===== src/rtl/chunked_frame_reassembly_checker_top_assert.svh =====
// ---------------------------------------------------------------------------
// chunked frame reassembly checker assertion macros
// shared forms for the concurrent checks of the top level
// ---------------------------------------------------------------------------
`ifndef CHUNKED_FRAME_REASSEMBLY_CHECKER_TOP_ASSERT_SVH
`define CHUNKED_FRAME_REASSEMBLY_CHECKER_TOP_ASSERT_SVH

// same-cycle implication
`define CFRC_ASSERT_SAME(name, clk, rst, pre, post) \
   name: assert property (@(posedge clk) disable iff (rst) (pre) |-> (post)) \
      else $error("cfrc assertion failed");

// next-cycle implication
`define CFRC_ASSERT_NEXT(name, clk, rst, pre, post) \
   name: assert property (@(posedge clk) disable iff (rst) (pre) |=> (post)) \
      else $error("cfrc assertion failed");

`endif


===== src/rtl/cfrc_pkg.sv =====
// ---------------------------------------------------------------------------
// cfrc_pkg
// types, codes and reset values of the chunked frame reassembly checker
// ---------------------------------------------------------------------------
package cfrc_pkg;

   localparam int CSR_INDEX_W = 3;
   localparam int CSR_DATA_W  = 32;

   typedef enum logic [CSR_INDEX_W-1:0] {
      CSR_MESSAGE_ID   = 3'd0,
      CSR_MAGIC        = 3'd1,
      CSR_VERSION      = 3'd2,
      CSR_HEADER_BYTES = 3'd3,
      CSR_CHUNK_MAX    = 3'd4,
      CSR_FRAME_MAX    = 3'd5
   } csr_index_type;

   typedef enum logic [2:0] {
      VERDICT_IGNORED      = 3'd0,
      VERDICT_INVALID      = 3'd1,
      VERDICT_OUT_OF_ORDER = 3'd2,
      VERDICT_ACCEPTED     = 3'd3,
      VERDICT_INCOMPLETE   = 3'd4,
      VERDICT_COMPLETE     = 3'd5
   } verdict_type;

   localparam logic [31:0] RST_MESSAGE_ID   = 32'd0;
   localparam logic [31:0] RST_MAGIC        = 32'd0;
   localparam logic [7:0]  RST_VERSION      = 8'd1;
   localparam logic [15:0] RST_HEADER_BYTES = 16'd64;
   localparam logic [15:0] RST_CHUNK_MAX    = 16'd4096;
   localparam logic [23:0] RST_FRAME_MAX    = 24'd262144;

   localparam int FLAG_FIRST = 0;
   localparam int FLAG_LAST  = 1;

   typedef struct packed {
      logic [31:0] expected_message_id;
      logic [31:0] expected_magic;
      logic [7:0]  expected_version;
      logic [15:0] header_bytes;
      logic [15:0] chunk_payload_max;
      logic [23:0] frame_bytes_max;
   } cfg_type;

   typedef struct packed {
      logic        frame_open;
      logic [31:0] open_frame_number;
      logic [23:0] open_frame_size;
      logic [23:0] bytes_received;
      logic [15:0] open_chunk_total;
      logic [15:0] next_chunk_number;
   } frame_state_type;

   localparam frame_state_type FRAME_CLEAR = '0;

   typedef struct packed {
      logic [31:0] message_id;
      logic [31:0] message_length;
      logic [31:0] magic_word;
      logic [7:0]  version_number;
      logic [15:0] declared_header_size;
      logic [1:0]  edge_flags;
      logic [31:0] frame_number;
      logic [31:0] frame_size;
      logic [15:0] chunk_total;
      logic [15:0] chunk_number;
      logic [31:0] chunk_start;
      logic [15:0] chunk_length;
   } req_payload_type;

   typedef struct packed {
      verdict_type verdict;
      logic [23:0] write_start;
      logic [15:0] write_length;
      logic [31:0] done_frame_number;
      logic [23:0] done_frame_bytes;
      logic [15:0] done_chunk_total;
   } rsp_payload_type;

endpackage


===== src/rtl/cfrc_if.sv =====
// ---------------------------------------------------------------------------
// cfrc_if
// valid/ready channels for chunk headers and verdicts
// ---------------------------------------------------------------------------
interface cfrc_req_if;
   logic        valid;
   logic        ready;
   logic [31:0] message_id;
   logic [31:0] message_length;
   logic [31:0] magic_word;
   logic [7:0]  version_number;
   logic [15:0] declared_header_size;
   logic [1:0]  edge_flags;
   logic [31:0] frame_number;
   logic [31:0] frame_size;
   logic [15:0] chunk_total;
   logic [15:0] chunk_number;
   logic [31:0] chunk_start;
   logic [15:0] chunk_length;

   modport source (
      output valid, message_id, message_length, magic_word, version_number,
             declared_header_size, edge_flags, frame_number, frame_size,
             chunk_total, chunk_number, chunk_start, chunk_length,
      input  ready
   );
   modport sink (
      input  valid, message_id, message_length, magic_word, version_number,
             declared_header_size, edge_flags, frame_number, frame_size,
             chunk_total, chunk_number, chunk_start, chunk_length,
      output ready
   );
endinterface

interface cfrc_rsp_if import cfrc_pkg::*; ();
   logic        valid;
   logic        ready;
   verdict_type verdict;
   logic [23:0] write_start;
   logic [15:0] write_length;
   logic [31:0] done_frame_number;
   logic [23:0] done_frame_bytes;
   logic [15:0] done_chunk_total;

   modport source (
      output valid, verdict, write_start, write_length, done_frame_number,
             done_frame_bytes, done_chunk_total,
      input  ready
   );
   modport sink (
      input  valid, verdict, write_start, write_length, done_frame_number,
             done_frame_bytes, done_chunk_total,
      output ready
   );
endinterface


===== src/rtl/chunked_frame_reassembly_checker_top.sv =====
// ---------------------------------------------------------------------------
// chunked_frame_reassembly_checker_top
// judges chunk headers against the frame being reassembled
// ---------------------------------------------------------------------------
// req_ch carries one chunk header per item, rsp_ch one verdict item per
// header, in order, with a write window and the done fields of a completed
// frame. An item is taken when valid and ready are both high.
// csr_wr_en/csr_index/csr_wr_data write the check registers; write them only
// while no item is in flight.
// Path: a taken header sits in the input register, is judged combinationally
// from it and lands in the result register that drives rsp_ch.
// Throughput: one item per cycle while rsp_ch is not stalled; the frame state
// loop closes in the judge, so back-to-back chunks see each other's updates.
// When rsp_ch stalls, the result register holds and the input register still
// takes one more item; req_ch.ready then drops until the result is taken.
// Reset (synchronous, active high) empties both registers, closes any open
// frame and loads the register defaults.
// ---------------------------------------------------------------------------
`include "chunked_frame_reassembly_checker_top_assert.svh"

module chunked_frame_reassembly_checker_top import cfrc_pkg::*; (
   input  logic                   clock,
   input  logic                   reset,
   cfrc_req_if.sink               req_ch,
   cfrc_rsp_if.source             rsp_ch,
   input  logic                   csr_wr_en,
   input  logic [CSR_INDEX_W-1:0] csr_index,
   input  logic [CSR_DATA_W-1:0]  csr_wr_data
);

   cfg_type         cfg;
   logic            s1_valid_ff;
   req_payload_type s1_ff;
   req_payload_type s1_in;
   logic            rsp_valid_ff;
   rsp_payload_type rsp_ff;
   rsp_payload_type rsp_in;
   frame_state_type state_ff;
   frame_state_type state_in;
   logic            out_free;
   logic            s1_move;

   cfrc_csr u_csr (
      .clock       (clock),
      .reset       (reset),
      .csr_wr_en   (csr_wr_en),
      .csr_index   (csr_index),
      .csr_wr_data (csr_wr_data),
      .cfg         (cfg)
   );

   cfrc_judge u_judge (
      .cfg (cfg),
      .cur (state_ff),
      .hdr (s1_ff),
      .rsp (rsp_in),
      .nxt (state_in)
   );

   always_comb begin
      out_free     = !rsp_valid_ff || rsp_ch.ready;
      s1_move      = s1_valid_ff && out_free;
      req_ch.ready = !s1_valid_ff || out_free;

      s1_in.message_id           = req_ch.message_id;
      s1_in.message_length       = req_ch.message_length;
      s1_in.magic_word           = req_ch.magic_word;
      s1_in.version_number       = req_ch.version_number;
      s1_in.declared_header_size = req_ch.declared_header_size;
      s1_in.edge_flags           = req_ch.edge_flags;
      s1_in.frame_number         = req_ch.frame_number;
      s1_in.frame_size           = req_ch.frame_size;
      s1_in.chunk_total          = req_ch.chunk_total;
      s1_in.chunk_number         = req_ch.chunk_number;
      s1_in.chunk_start          = req_ch.chunk_start;
      s1_in.chunk_length         = req_ch.chunk_length;
   end

   always_ff @(posedge clock) begin
      if (reset) begin
         s1_valid_ff  <= 1'b0;
         rsp_valid_ff <= 1'b0;
         state_ff     <= FRAME_CLEAR;
      end else begin
         if (req_ch.ready) begin
            s1_valid_ff <= req_ch.valid;
         end
         if (out_free) begin
            rsp_valid_ff <= s1_valid_ff;
         end
         if (s1_move) begin
            state_ff <= state_in;
         end
      end
   end

   // payload registers
   always_ff @(posedge clock) begin
      if (req_ch.valid && req_ch.ready) begin
         s1_ff <= s1_in;
      end
      if (s1_move) begin
         rsp_ff <= rsp_in;
      end
   end

   assign rsp_ch.valid             = rsp_valid_ff;
   assign rsp_ch.verdict           = rsp_ff.verdict;
   assign rsp_ch.write_start       = rsp_ff.write_start;
   assign rsp_ch.write_length      = rsp_ff.write_length;
   assign rsp_ch.done_frame_number = rsp_ff.done_frame_number;
   assign rsp_ch.done_frame_bytes  = rsp_ff.done_frame_bytes;
   assign rsp_ch.done_chunk_total  = rsp_ff.done_chunk_total;

   // an ignored item leaves the frame state alone
   `CFRC_ASSERT_NEXT(a_ignored_keeps_state, clock, reset,
      s1_move && (rsp_in.verdict == VERDICT_IGNORED), $stable(state_ff))

   // every verdict other than accepted or ignored closes the frame
   `CFRC_ASSERT_NEXT(a_drop_closes_frame, clock, reset,
      s1_move && (rsp_in.verdict != VERDICT_IGNORED) &&
      (rsp_in.verdict != VERDICT_ACCEPTED), !state_ff.frame_open)

   // an open frame never runs past its size or chunk count
   `CFRC_ASSERT_SAME(a_open_frame_bounds, clock, reset,
      state_ff.frame_open, (state_ff.bytes_received <= state_ff.open_frame_size) &&
      (state_ff.next_chunk_number < state_ff.open_chunk_total))

   // a write window is only given for accepted or complete chunks
   `CFRC_ASSERT_SAME(a_window_only_on_accept, clock, reset,
      rsp_valid_ff && (rsp_ff.write_length != 16'd0),
      (rsp_ff.verdict == VERDICT_ACCEPTED) || (rsp_ff.verdict == VERDICT_COMPLETE))

endmodule


===== src/rtl/cfrc_csr.sv =====
// ---------------------------------------------------------------------------
// cfrc_csr
// configuration registers, write only
// ---------------------------------------------------------------------------
module cfrc_csr import cfrc_pkg::*; (
   input  logic                   clock,
   input  logic                   reset,
   input  logic                   csr_wr_en,
   input  logic [CSR_INDEX_W-1:0] csr_index,
   input  logic [CSR_DATA_W-1:0]  csr_wr_data,
   output cfg_type                cfg
);

   cfg_type cfg_ff;
   cfg_type cfg_in;

   always_comb begin
      cfg_in = cfg_ff;
      if (csr_wr_en) begin
         case (csr_index_type'(csr_index))
            CSR_MESSAGE_ID:   cfg_in.expected_message_id = csr_wr_data;
            CSR_MAGIC:        cfg_in.expected_magic      = csr_wr_data;
            CSR_VERSION:      cfg_in.expected_version    = csr_wr_data[7:0];
            CSR_HEADER_BYTES: cfg_in.header_bytes        = csr_wr_data[15:0];
            CSR_CHUNK_MAX:    cfg_in.chunk_payload_max   = csr_wr_data[15:0];
            CSR_FRAME_MAX:    cfg_in.frame_bytes_max     = csr_wr_data[23:0];
            default:          cfg_in = cfg_ff;
         endcase
      end
   end

   always_ff @(posedge clock) begin
      if (reset) begin
         cfg_ff.expected_message_id <= RST_MESSAGE_ID;
         cfg_ff.expected_magic      <= RST_MAGIC;
         cfg_ff.expected_version    <= RST_VERSION;
         cfg_ff.header_bytes        <= RST_HEADER_BYTES;
         cfg_ff.chunk_payload_max   <= RST_CHUNK_MAX;
         cfg_ff.frame_bytes_max     <= RST_FRAME_MAX;
      end else begin
         cfg_ff <= cfg_in;
      end
   end

   assign cfg = cfg_ff;

endmodule


===== src/rtl/cfrc_judge.sv =====
// ---------------------------------------------------------------------------
// cfrc_judge
// header checks, frame continuity and next frame state for one item
// ---------------------------------------------------------------------------
module cfrc_judge import cfrc_pkg::*; (
   input  cfg_type         cfg,
   input  frame_state_type cur,
   input  req_payload_type hdr,
   output rsp_payload_type rsp,
   output frame_state_type nxt
);

   logic            ignore;
   logic            hdr_ok;
   logic [16:0]     len_sum;
   logic [32:0]     end_sum;
   logic            first_chunk;
   logic            last_chunk;
   logic            flags_ok;
   frame_state_type base;
   logic            in_order;
   logic [23:0]     new_bytes;
   logic [15:0]     new_next;
   logic            full;

   always_comb begin
      ignore = (hdr.message_id != cfg.expected_message_id) ||
               (hdr.message_length < {16'd0, cfg.header_bytes});

      len_sum     = {1'b0, hdr.declared_header_size} + {1'b0, hdr.chunk_length};
      end_sum     = {1'b0, hdr.chunk_start} + {17'd0, hdr.chunk_length};
      first_chunk = (hdr.chunk_number == 16'd0);
      last_chunk  = (hdr.chunk_number == (hdr.chunk_total - 16'd1));
      flags_ok    = (first_chunk == hdr.edge_flags[FLAG_FIRST]) &&
                    (last_chunk == hdr.edge_flags[FLAG_LAST]);

      hdr_ok = (hdr.magic_word == cfg.expected_magic) &&
               (hdr.version_number == cfg.expected_version) &&
               (hdr.declared_header_size == cfg.header_bytes) &&
               (hdr.chunk_total != 16'd0) &&
               (hdr.chunk_number < hdr.chunk_total) &&
               (hdr.chunk_length <= cfg.chunk_payload_max) &&
               (hdr.frame_size != 32'd0) &&
               (hdr.frame_size <= {8'd0, cfg.frame_bytes_max}) &&
               (hdr.message_length == {15'd0, len_sum}) &&
               (end_sum <= {1'b0, hdr.frame_size}) &&
               flags_ok;

      // chunk zero restarts the frame
      if (first_chunk) begin
         base                   = FRAME_CLEAR;
         base.frame_open        = 1'b1;
         base.open_frame_number = hdr.frame_number;
         base.open_frame_size   = hdr.frame_size[23:0];
         base.open_chunk_total  = hdr.chunk_total;
      end else begin
         base = cur;
      end

      in_order = base.frame_open &&
                 (hdr.frame_number == base.open_frame_number) &&
                 (hdr.frame_size == {8'd0, base.open_frame_size}) &&
                 (hdr.chunk_total == base.open_chunk_total) &&
                 (hdr.chunk_number == base.next_chunk_number) &&
                 (hdr.chunk_start == {8'd0, base.bytes_received});

      new_bytes = base.bytes_received + {8'd0, hdr.chunk_length};
      new_next  = base.next_chunk_number + 16'd1;
      full      = (new_bytes == base.open_frame_size) && (new_next == base.open_chunk_total);

      rsp = '0;
      nxt = FRAME_CLEAR;
      if (ignore) begin
         rsp.verdict = VERDICT_IGNORED;
         nxt         = cur;
      end else if (!hdr_ok) begin
         rsp.verdict = VERDICT_INVALID;
      end else if (!in_order) begin
         rsp.verdict = VERDICT_OUT_OF_ORDER;
      end else if (hdr.edge_flags[FLAG_LAST]) begin
         if (full) begin
            rsp.verdict           = VERDICT_COMPLETE;
            rsp.write_start       = hdr.chunk_start[23:0];
            rsp.write_length      = hdr.chunk_length;
            rsp.done_frame_number = base.open_frame_number;
            rsp.done_frame_bytes  = base.open_frame_size;
            rsp.done_chunk_total  = base.open_chunk_total;
         end else begin
            rsp.verdict = VERDICT_INCOMPLETE;
         end
      end else begin
         rsp.verdict           = VERDICT_ACCEPTED;
         rsp.write_start       = hdr.chunk_start[23:0];
         rsp.write_length      = hdr.chunk_length;
         nxt                   = base;
         nxt.bytes_received    = new_bytes;
         nxt.next_chunk_number = new_next;
      end
   end

endmodule


===== src/flat_wrapper.sv =====
// flat-port wrapper written by rule: the top's interface ports become plain ports
module chunked_frame_reassembly_checker_top_flat import cfrc_pkg::*;
  (clock, reset, csr_wr_en, csr_index, csr_wr_data, req_ch_valid, req_ch_message_id, req_ch_message_length, req_ch_magic_word, req_ch_version_number, req_ch_declared_header_size, req_ch_edge_flags, req_ch_frame_number, req_ch_frame_size, req_ch_chunk_total, req_ch_chunk_number, req_ch_chunk_start, req_ch_chunk_length, req_ch_ready, rsp_ch_valid, rsp_ch_verdict, rsp_ch_write_start, rsp_ch_write_length, rsp_ch_done_frame_number, rsp_ch_done_frame_bytes, rsp_ch_done_chunk_total, rsp_ch_ready);
  cfrc_req_if req_ch_i ();
  cfrc_rsp_if rsp_ch_i ();
  input  logic clock;
  input  logic reset;
  input  logic csr_wr_en;
  input  logic [CSR_INDEX_W-1:0] csr_index;
  input  logic [CSR_DATA_W-1:0] csr_wr_data;
  input wire logic [$bits(req_ch_i.valid)-1:0] req_ch_valid;
  input wire logic [$bits(req_ch_i.message_id)-1:0] req_ch_message_id;
  input wire logic [$bits(req_ch_i.message_length)-1:0] req_ch_message_length;
  input wire logic [$bits(req_ch_i.magic_word)-1:0] req_ch_magic_word;
  input wire logic [$bits(req_ch_i.version_number)-1:0] req_ch_version_number;
  input wire logic [$bits(req_ch_i.declared_header_size)-1:0] req_ch_declared_header_size;
  input wire logic [$bits(req_ch_i.edge_flags)-1:0] req_ch_edge_flags;
  input wire logic [$bits(req_ch_i.frame_number)-1:0] req_ch_frame_number;
  input wire logic [$bits(req_ch_i.frame_size)-1:0] req_ch_frame_size;
  input wire logic [$bits(req_ch_i.chunk_total)-1:0] req_ch_chunk_total;
  input wire logic [$bits(req_ch_i.chunk_number)-1:0] req_ch_chunk_number;
  input wire logic [$bits(req_ch_i.chunk_start)-1:0] req_ch_chunk_start;
  input wire logic [$bits(req_ch_i.chunk_length)-1:0] req_ch_chunk_length;
  output wire logic [$bits(req_ch_i.ready)-1:0] req_ch_ready;
  output wire logic [$bits(rsp_ch_i.valid)-1:0] rsp_ch_valid;
  output wire logic [$bits(rsp_ch_i.verdict)-1:0] rsp_ch_verdict;
  output wire logic [$bits(rsp_ch_i.write_start)-1:0] rsp_ch_write_start;
  output wire logic [$bits(rsp_ch_i.write_length)-1:0] rsp_ch_write_length;
  output wire logic [$bits(rsp_ch_i.done_frame_number)-1:0] rsp_ch_done_frame_number;
  output wire logic [$bits(rsp_ch_i.done_frame_bytes)-1:0] rsp_ch_done_frame_bytes;
  output wire logic [$bits(rsp_ch_i.done_chunk_total)-1:0] rsp_ch_done_chunk_total;
  input wire logic [$bits(rsp_ch_i.ready)-1:0] rsp_ch_ready;
  assign req_ch_i.valid = req_ch_valid;
  assign req_ch_i.message_id = req_ch_message_id;
  assign req_ch_i.message_length = req_ch_message_length;
  assign req_ch_i.magic_word = req_ch_magic_word;
  assign req_ch_i.version_number = req_ch_version_number;
  assign req_ch_i.declared_header_size = req_ch_declared_header_size;
  assign req_ch_i.edge_flags = req_ch_edge_flags;
  assign req_ch_i.frame_number = req_ch_frame_number;
  assign req_ch_i.frame_size = req_ch_frame_size;
  assign req_ch_i.chunk_total = req_ch_chunk_total;
  assign req_ch_i.chunk_number = req_ch_chunk_number;
  assign req_ch_i.chunk_start = req_ch_chunk_start;
  assign req_ch_i.chunk_length = req_ch_chunk_length;
  assign req_ch_ready = req_ch_i.ready;
  assign rsp_ch_valid = rsp_ch_i.valid;
  assign rsp_ch_verdict = rsp_ch_i.verdict;
  assign rsp_ch_write_start = rsp_ch_i.write_start;
  assign rsp_ch_write_length = rsp_ch_i.write_length;
  assign rsp_ch_done_frame_number = rsp_ch_i.done_frame_number;
  assign rsp_ch_done_frame_bytes = rsp_ch_i.done_frame_bytes;
  assign rsp_ch_done_chunk_total = rsp_ch_i.done_chunk_total;
  assign rsp_ch_i.ready = rsp_ch_ready;
  chunked_frame_reassembly_checker_top u_core (.clock(clock), .reset(reset), .req_ch(req_ch_i), .rsp_ch(rsp_ch_i), .csr_wr_en(csr_wr_en), .csr_index(csr_index), .csr_wr_data(csr_wr_data));
endmodule

===== config.mk =====
export PLATFORM = sky130hd
export DESIGN_NAME = chunked_frame_reassembly_checker_top_flat
export DESIGN_NICKNAME = d
export VERILOG_FILES = /design/src/rtl/cfrc_pkg.sv /design/src/rtl/cfrc_if.sv /design/src/rtl/chunked_frame_reassembly_checker_top.sv /design/src/rtl/cfrc_csr.sv /design/src/rtl/cfrc_judge.sv /design/src/flat_wrapper.sv
export VERILOG_INCLUDE_DIRS = /design/src /design/src/rtl
export SDC_FILE = /design/constraint.sdc
export NUM_CORES = 2
export LEC_CHECK = 0
export BUFFER_PORTS_ARGS = -buffer_cell sky130_fd_sc_hd__buf_2
export CAP_MARGIN = 20
export CORE_MARGIN = 2
export CORE_UTILIZATION = 47
export CTS_CLUSTER_SIZE = 25
export DETAILED_ROUTE_END_ITERATION = 6
export MAX_ROUTING_LAYER = met4
export PLACE_DENSITY = 0.65
export SETUP_SLACK_MARGIN = 0.5
export SYNTH_ARGS = -nofsm -noshare
export SYNTH_HDL_FRONTEND = slang
export SYNTH_SLANG_ARGS = --single-unit

===== constraint.sdc =====
create_clock -name clock -period 29.7 [get_ports clock]
set_input_delay 8.91 -clock clock [delete_from_list [all_inputs] [get_ports clock]]
set_output_delay 8.91 -clock clock [all_outputs]
set_load 0.02 [all_outputs]

==> metrics.cfg <==
[outcome]
outcome=finished with violations
violations=design-rule violations

[pwr]
p_per_area_nw_per_um2=55.46
leakage_nw=13.82
ir_drop_uv=53.13
totalPowerFinal_w=0.002064

[sta]
period_minus_slack_ns=18.52
slew_viol_final=0
rsz0062_at_grt=false
setup_viol=0
finalSetupTns_ns=0
fin_crit_sh_pct=62.36
hold_viol_final=0
worst_slew_pin_slew_ns=1.170
slew_headroom_pct=21.63
fmaxAchievable_mhz=53.99
finClkSkew_ns=0.02571

[worst_setup_path]
cp_common_cell=buf_2
crit_type=primary input to output pin
crit_path_cell_trace=buf_2 -> nor2b_1 -> nand2_1 -> buf_2
startpoint_type=primary input
r2r_cells=26
cp.arrival_ns=9.61
cp_data_required_time_ns=20.79
slowest_delay_ns=0.31
worstPathMaxFanout=4
cp_slowest_cell=nor2b_1
worst_setup_path_end_kind=output pin

[yosys]
synth-seq-area-share_pct=50.89
ys_top_cells_by_area=edfxtp_1, dfxtp_1, ha_1
avgSynthCellArea_um2=10.07
async_flop_share_pct=0
yosysTopAreaCellShare_pct=35.70
synth_enable_flop_cells=381
synth-main-ff-cell=edfxtp_1
netlist_area_um2=32040
synthDistinctLibCells=85
ys_ff_latch=624
synth_nets=3643
synthCells=3181
synth_top_area_cell=edfxtp_1
ys_warn_count=0

[grt]
antenna_found_initial=3
grt_pass1_wl_mm=161.7
grt_usage_pct=32.26
grt_start_max_net_pins=85
grt_pass1_vias=24940
grt_overflow_total=0

[clock_tree]
postCtsSetupBuffers=0
clkSinkCount=624
clock_latency_ns=0.64
cts_buffers=69
htree_levels=3
clockBufferDepth=3
cts_root_buffer=clkbuf_16
path_clk_slew_ns=0.06
cts_resized=0
cts_tree=built
cts_hold_buf=0

[placement]
dpl-instance-area_um2=34890
dpl.hpwl_mm=84.55
gp_congestion=1.022
portBuffers=422

[finish]
fin_area_um2=37220
area_growth_pct=16.14
layout-drive-gt1-share_pct=16.34
final_nets=4027

[floorplanning]
die_y_um=265.1
coreArea_um2=67280
start_util_pct=47.63
ios=423
dieArea_um2=70280
rows=95
die_width_um=265.1

[detailed_routing]
viasPerCell=5.874
drtIter0Drc=2762
wl_per_cell_um=25.01
num_vias=26420
first_pass_iters=7
wl_mm=112.5
ant_nets=0
drc_errors=2

[worst_hold_path]
min_path_cells=2
worstHoldPathType=flop to flop

[job]
maxCapViolations=0

[worst paths after layout]
kind,from,to,slack [ns]
worst max-delay path,rsp_ch_ready,req_ch_ready,11.18
worst min-delay path,u_core.u_csr.cfg[8],u_core.u_csr.cfg[8],0.45
worst max register to register,u_core.s1_ff[1],u_core.state_ff[81],20.80
worst min register to register,u_core.u_csr.cfg[8],u_core.u_csr.cfg[8],0.45
[cells in the mapped netlist, types with 8 or more instances]
cell	instances
a2111oi_0	29
a211oi_1	11
a21boi_0	8
a21o_1	36
a21oi_1	310
a22o_1	72
a22oi_1	23
a31oi_1	18
and2_1	65
and3_1	22
and4_1	10
buf_2	21
buf_6	10
clkbuf_1	108
dfxtp_1	243
edfxtp_1	381
ha_1	153
inv_1	171
nand2_1	495
nand2b_1	44
nand3_1	46
nand4_1	67
nor2_1	132
nor2b_1	92
nor3_1	31
nor4_1	59
o2111ai_1	13
o211ai_1	13
o21a_1	11
o21ai_0	60
o22ai_1	14
or3_1	20
or4_1	19
xnor2_1	155
xor2_1	79
[cells by family after synthesis]
family	share of synthesized area (%)
AND/OR/NAND/NOR	18.07
AO/OA/AOI/OAI	14.15
flip-flops	50.89
buffers and inverters	3.959
XOR/XNOR	6.607
adder cells (fa/ha/maj)	6.162
multiplexers	0.1562
[cell usage in the layout, fill, tap and decap left out, types with 8 or more instances in the layout]
| cell | synthesis | final |
|---|---|---|
| a21boi_0 | 8 | 8 |
| o21a_1 | 11 | 11 |
| and2_1 | 65 | 64 |
| and4_1 | 10 | 10 |
| dfxtp_1 | 243 | 243 |
| or4_1 | 19 | 19 |
| nand3_1 | 46 | 46 |
| o2111ai_1 | 13 | 13 |
| a31oi_1 | 18 | 18 |
| nor4_1 | 59 | 59 |
| edfxtp_1 | 381 | 381 |
| clkbuf_1 | 108 | 10 |
| or3_1 | 20 | 20 |
| nand2b_1 | 44 | 44 |
| o22ai_1 | 14 | 14 |
| a21oi_1 | 310 | 310 |
| a2111oi_0 | 29 | 29 |
| nor2_1 | 132 | 132 |
| xnor2_1 | 155 | 155 |
| nor3_1 | 31 | 31 |
| nand4_1 | 67 | 67 |
| a22o_1 | 72 | 72 |
| buf_4 | 0 | 29 |
| xor2_1 | 79 | 79 |
| ha_1 | 153 | 153 |
| o211ai_1 | 13 | 13 |
| clkinv_2 | 0 | 11 |
| clkbuf_16 | 0 | 71 |
| a211oi_1 | 11 | 11 |
| a22oi_1 | 23 | 23 |
| o21ai_0 | 60 | 60 |
| a21o_1 | 36 | 36 |
| nand2_1 | 495 | 494 |
| clkinv_1 | 0 | 11 |
| inv_1 | 171 | 171 |
| buf_2 | 21 | 421 |
| and3_1 | 22 | 22 |
| nor2b_1 | 92 | 91 |
[per-layer routing]
layer | part of all wire (%) | GRT usage (%)
met5 | 0 | -
met4 | 5.8 | 16.74
met3 | 7.7 | 5.166
met2 | 47 | 51.27
met1 | 39 | 39.89
[registers in the layout, summed over array words and instances (netlist names)]
signal / cells
u_core.rsp_ch.done_frame_bytes: 24
u_core.rsp_ch.done_chunk_total: 16
u_core.rsp_ch.write_start: 24
u_core.state_ff: 113
u_core.rsp_ch.verdict: 3
u_core.u_csr.cfg: 128
u_core.rsp_ch.valid: 1
u_core.s1_ff: 266
u_core.rsp_ch.done_frame_number: 32
u_core.rsp_ch.write_length: 16
u_core.s1_valid_ff: 1
[cell type report]
class | count | area (um^2)
Clock inverter | 44 | 411.6
Timing Repair Buffer | 453 | 2407
Multi-Input combinational cell | 2246 | 14490
Clock buffer | 84 | 1856
Fill cell | 6158 | 30060
Inverter | 171 | 641.9
Sequential cell | 624 | 16310
Antenna cell | 3 | 7.507
Tap cell | 873 | 1092
[critical path: cells and delay by family]
kind                   cells  cell delay [ns]
buffers and inverters      2             0.26
and+or+nand+nor            2             0.43
[through the flow]
| stage | hold slack, ns | util [%] | setup WS (ns) | cells |
|---|---|---|---|---|
| after floorplan | 0.4363 | - | 11.51 | 3181 |
| after global placement | 0.4427 | 51.81 | 11.20 | 4364 |
| after detailed placement | 0.4465 | 51.85 | 11.17 | 4365 |
| after CTS | 0.4547 | 55.22 | 11.17 | 4493 |
| after global routing | 0.4687 | 55.31 | 11.09 | 4497 |
| final | 0.4534 | 55.32 | 11.18 | 4498 |
[where the power goes]
part,internal (W),switching [W],leakage [nW]
Clock,0.000489,0.000377,1.10
Combinational,0.0000770,0.000126,7.15
Sequential,0.000956,0.0000404,5.57
Power figures use the tool's default switching activity.
